<file path="config.mk">
export PLATFORM = sky130hd
export DESIGN_NAME = swm_cell
export DESIGN_NICKNAME = d
export VERILOG_FILES = /design/src/design/swm_pkg.sv /design/src/design/swm_cell.sv
export SDC_FILE = /design/constraint.sdc
export NUM_CORES = 1
export LEC_CHECK = 0
export BUFFER_PORTS_ARGS = -buffer_cell sky130_fd_sc_hd__buf_2
export CORE_UTILIZATION = 26
export CTS_BUF_LIST = sky130_fd_sc_hd__clkbuf_2
export DETAILED_ROUTE_END_ITERATION = 10
export PLACE_DENSITY = 0.62
export SLEW_MARGIN = 20
export SYNTH_ARGS = -nofsm -noshare
export SYNTH_HDL_FRONTEND = slang
export SYNTH_SLANG_ARGS = --single-unit
</file>
<file path="constraint.sdc">
create_clock -name clk -period 7.35 [get_ports clk]
set_input_delay 2.205 -clock clk [delete_from_list [all_inputs] [get_ports clk]]
set_output_delay 2.205 -clock clk [all_outputs]
set_load 0.01 [all_outputs]
</file>
<file path="src/design/swm_pkg.sv">
`default_nettype none
package swm_pkg;

  localparam int WINDOW_MAX = 64;
  localparam int IDX_W      = $clog2(WINDOW_MAX);
  localparam int CNT_W      = IDX_W + 1;
  localparam int SMP_W      = 32;
  localparam int MED_W      = SMP_W + 1;
  localparam int GRP_SIZE   = 8;
  localparam int GRP_CNT    = WINDOW_MAX / GRP_SIZE;
  localparam int SUB_W      = $clog2(GRP_SIZE);

  // One cell's view as seen by its neighbors.
  typedef struct packed {
    logic signed [SMP_W-1:0] val;
    logic [IDX_W-1:0]        age;
    logic                    gt;   // val above the incoming sample
  } swm_tap_t;

  // Zero maps to 1, anything past the max saturates.
  function automatic logic [CNT_W-1:0] eff_size(input logic [CNT_W-1:0] wr);
    logic [CNT_W-1:0] res;
    res = wr;
    if (wr == '0) begin
      res = CNT_W'(1);
    end else if (wr > CNT_W'(WINDOW_MAX)) begin
      res = CNT_W'(WINDOW_MAX);
    end
    return res;
  endfunction

endpackage
`default_nettype wire

</file>
<file path="src/design/swm_cell.sv">
`default_nettype none
// One slot of the sorted window: value plus its age in beats.
module swm_cell (
  input  wire                           clk,
  input  wire                           load,
  input  wire signed [swm_pkg::SMP_W-1:0] sample,
  input  wire [swm_pkg::IDX_W-1:0]      oldest_age,
  input  wire                           remove,
  input  wire                           occupied,
  input  wire                           kept,      // slot valid after removal
  input  wire                           rb_in,     // removal at a lower slot
  output logic                          rb_out,
  input  swm_pkg::swm_tap_t             up_tap,    // raw view of upper neighbor
  output swm_pkg::swm_tap_t             own_tap,
  input  swm_pkg::swm_tap_t             lo_ctap,   // compacted view of lower neighbor
  output swm_pkg::swm_tap_t             ctap
);
  import swm_pkg::*;

  logic signed [SMP_W-1:0] val;
  logic [IDX_W-1:0]        age;
  logic                    rm;
  swm_tap_t                csel;
  logic signed [SMP_W-1:0] val_next;
  logic [IDX_W-1:0]        age_next;

  always_comb begin
    own_tap.val = val;
    own_tap.age = age;
    own_tap.gt  = (val > sample);
  end

  assign rm     = remove && occupied && (age == oldest_age);
  assign rb_out = rb_in | rm;

  // Close the gap left by the removed entry.
  always_comb begin
    csel    = rb_out ? up_tap : own_tap;
    ctap    = csel;
    ctap.gt = kept & csel.gt;
  end

  // Open a gap for the new sample.
  always_comb begin
    if (lo_ctap.gt) begin
      val_next = lo_ctap.val;
      age_next = IDX_W'(lo_ctap.age + 1'b1);
    end else if (ctap.gt || !kept) begin
      val_next = sample;
      age_next = '0;
    end else begin
      val_next = csel.val;
      age_next = IDX_W'(csel.age + 1'b1);
    end
  end

  always_ff @(posedge clk) begin
    if (load) begin
      val <= val_next;
      age <= age_next;
    end
  end

endmodule
`default_nettype wire

</file>
# --- Yosys cells after proc, flatten, opt, wreduce, memory -nomap -nowiden ---
# Cells that the tools add are included.
word_totals:
  inputBits: 122
  register_bits: 38
  word_cells: 17
  output_inout_bits: 79
op_classes:
  order_cmp: 1
  mux: 5
  bitwise_logic: 2
  eq_ne: 1
  addsub: 2
  reduce_logical: 4
op_table:
  columns: ["cell", "count"]
  rows:
  - ["$mux 32", 2]
  - ["$mux 39", 1]
  - ["$gt 32x32->1", 1]
  - ["$add 6x1->6 const B", 2]
  - ["$mux 6", 2]
  - ["$eq 6x6->1", 1]
  - ["$logic_and 1x1->1", 2]
  - ["$and 1x1->1", 1]
  - ["$logic_not 1->1", 1]
  - ["$logic_or 1x1->1", 1]
  - ["$or 1x1->1", 1]

# --- Depth between registers and ports, before layout ---
depth:
  word_depth: 8
  mapped_depth: 13
  ltp_nobuf: 10

# --- Worst setup path before layout ---
# OpenSTA, ideal clock, no wires.
synth_timing:
  kind: "input port to output port"
  from: "in sample[14] (netlist name)"
  to: "out ctap[0] (netlist name)"
  t_required_ps: 5145
  arrival_ps: 4252
  n_path_buf: 1
  slack_ps: 893
  stages: 10
  cell_sequence: "inv_1 ha_1 a21oi_1 nand2_1 a221o_1 o31a_1 o211ai_2 clkbuf_1 o21ai_1 and2_1"
synth_rtl:
  columns: ["element", "line_no", "text"]
  rows:
  - ["start: declaration", "swm_cell.sv:6", "input wire signed [swm_pkg::SMP_W-1:0] sample,"]
  - ["end: declaration", "swm_cell.sv:16", "output swm_pkg::swm_tap_t ctap"]

==> flow_metrics.env <==
export IMPL_dpl_cell_count=830
export IMPL_p_leak_nw=2.53
export IMPL_outcome="complete, no violations"
export IMPL_crit_chain="buf_2 -> inv_1 -> ha_1 -> nand4_1 -> nor4_1 -> a21boi_1 -> o31a_1 -> o211ai_4 -> o21ai_1 -> and2_1 -> buf_2"
export IMPL_insertion_delay_ns=0.47
export IMPL_final_min_clock_period_ns=6.74
export IMPL_cp_start_kind="primary input"
export IMPL_clk_pin_slew_ns=0.21
export IMPL_async_reset_ff_frac=0
export IMPL_synth_seq_cells=38
export IMPL_dieWidth_um=129
export IMPL_drt_total_wl_um=13700
export IMPL_die_area_um2=16600
export IMPL_max_stage_delay_ns=0.54
export IMPL_ios=201
export IMPL_ctsResizeCount=0
export IMPL_cts_buffers=5
export IMPL_drive_gt1_frac=0.410
export IMPL_hold_class="reg2reg"
export IMPL_cp_required_ns=5.14
export IMPL_slowest_stage="nor4_1"
export IMPL_timing_final_ws_setup_ns=0.608
export IMPL_worstPathArrival_ns=4.54
export IMPL_cts_tree="built"
export IMPL_avgRoutedWirePerCell_um=16.4
export IMPL_relSlewSlack=0.329
export IMPL_nets=782
export IMPL_antenna_found_initial=0
export IMPL_clock_fmax_mhz=148
export IMPL_drt_iter0_markers=185
export IMPL_diodes=0
export IMPL_grt_pass1_vias=3966
export IMPL_avgSynthCellArea_um2=9.42
export IMPL_p_per_area_nw_per_um2=138
export IMPL_cts_root_buffer="clkbuf_2"
export IMPL_synth_flop_cell="edfxtp_1"
export IMPL_dp_slack_ns=0.513
export IMPL_grt_first_pass_wirelength_um=20900
export IMPL_synth_cell_types=49
export IMPL_hold_buffers=0
export IMPL_tightestPinTransition_ns=1.01
export IMPL_syn_area_um2=4170
export IMPL_endpoint_kind="output port"
export IMPL_core_um2=15400
export IMPL_place_congestion=0.785
export IMPL_fillers=1678
export IMPL_drc=0
export IMPL_clkSinkCount=38
export IMPL_area_growth_pct=29.9
export IMPL_instances_no_fill=838
export IMPL_cts_post_setup_buffers_inserted=0
export IMPL_cp_max_fo=12
export IMPL_vias=4057
export IMPL_netlist_top_cells_area="edfxtp_1 27%, o311ai_4 19%, nand2_1 13%"
export IMPL_slew_violations=0
export IMPL_rsz0062_at_grt="no"
export IMPL_ys_seq_area_frac=0.274
export IMPL_hold_viol_final=0
export IMPL_fin_setup_tns_ns=0
export IMPL_grt_overflow=0
export IMPL_grt_usage=0.164
export IMPL_fin_util=0.351
export IMPL_crit_path_frequent_cell="buf_2"
export IMPL_cp_buffers_inverters=3
export IMPL_cts_buffer_depth=2
export IMPL_syn_nets=599
export IMPL_drv_cap=0
export IMPL_crit_family="simple AND/OR/NAND/NOR gates"
export IMPL_synth_top_area_share=0.274
export IMPL_drt_antenna_violating_nets=0
export IMPL_firstDrtPassIters=4
export IMPL_finalCritPeriodShare=0.917
export IMPL_place_hpwl_um=10100
export IMPL_viasPerCell=4.84
export IMPL_peakVddDrop_mv=0.0521
export IMPL_synth_edff_count=38
export IMPL_start_util=0.270
export IMPL_path_class="in2out"
export IMPL_fp_row_count=45
export IMPL_yosys_warnings=0
export IMPL_synth_cells=443
export IMPL_r2r_slack_ns=3.63
export IMPL_fp_dieH_um=129
export IMPL_synth_top_area_cell="edfxtp_1"
export IMPL_grt_max_degree=40
export IMPL_htreeDepth=2
export IMPL_io_buffers=200
export IMPL_setup_viol=0
export IMPL_worst_clock_skew_ns=0.0320
## synth_stat cells, types with 2 or more instances
master,number
mux2i_1,2
buf_6,4
a21oi_1,14
nor4_1,2
clkbuf_1,22
buf_2,5
xor2_1,3
o2111ai_1,31
nand4_1,6
nor2_1,4
a21o_1,2
o21ai_1,6
nand3_1,9
inv_1,36
xnor2_1,10
o31ai_1,2
o22ai_1,3
and2_1,3
ha_1,34
o311ai_4,30
edfxtp_1,38
nand2_1,147
o21ai_0,2
a21boi_1,2
o211ai_1,2
## cells by family (layout without fill, tap and decap cells)
kind of cell	after synthesis	count (layout)	share of synthesized area
AND/OR/NAND/NOR	178	178	0.177
AO/OA/AOI/OAI	105	105	0.336
buffers and inverters	71	255	0.0741
flip-flops	38	38	0.274
adder cells (fa/ha/maj)	34	34	0.102
XOR/XNOR	13	13	0.0273
multiplexers	4	4	0.0108
## per-layer routing
layer,share of wire,GRT usage
met5,0,0
met4,0.0090,0.0332
met3,0.057,0.0337
met2,0.47,0.279
met1,0.46,0.215
## layout make-up
class	count	area [µm²]	share of cell area
multi-input cells	334	2730	0.504
clock buffers	5	25.0	0.00462
inverters	38	145	0.0268
repair buffers	209	1070	0.198
flip-flops and latches	38	1140	0.211
well taps	211	264	0.0487
clock inverters	3	40.0	0.00739
## registers in the layout, summed over array words and instances, names as in the netlist
name  count
val      32
age       6
## worst reg2reg max path: cells and delay by family, from the launching register on
family	cells	cell delay, ns
flip-flops	1	0.49
AO/OA/AOI/OAI	7	1.81
buffers and inverters	2	0.85
adder cells (fa/ha/maj)	1	0.32
## worst paths after layout
check	depth (start not counted)	end	start
worst min-delay path	4	val[31]	val[31]
worst max-delay path	11	ctap[0]	sample[14]
worst max register to register	10	val[31]	val[5]
worst min register to register	4	val[31]	val[31]
## layout by cell type, fill, tap and decap left out, types with 4 or more instances in the layout
master     instances
clkbuf_2           5
nor2_1             4
ha_1              34
edfxtp_1          38
nand3_1            9
buf_4             10
buf_2            199
o2111ai_1         31
inv_1             35
nand2_1          147
xnor2_1           10
a21oi_1           14
o21ai_1            6
nand4_1            6
o311ai_4          30
## per-stage QoR
stage	cell area (µm²)	hold slack (ns)	power [mW]
after floorplan	4170	0.856	0.486
after global routing	5420	0.909	0.793
after CTS	5420	0.872	0.756
final	5420	0.875	0.745
after global placement	5350	0.822	0.607
after detailed placement	5350	0.820	0.610
## power breakdown
group	internal [mW]	total [mW]	switching [mW]
clock network	0.0563	0.141	0.0849
logic	0.132	0.324	0.192
registers	0.263	0.280	0.0172
Power figures use the tool's default switching activity.
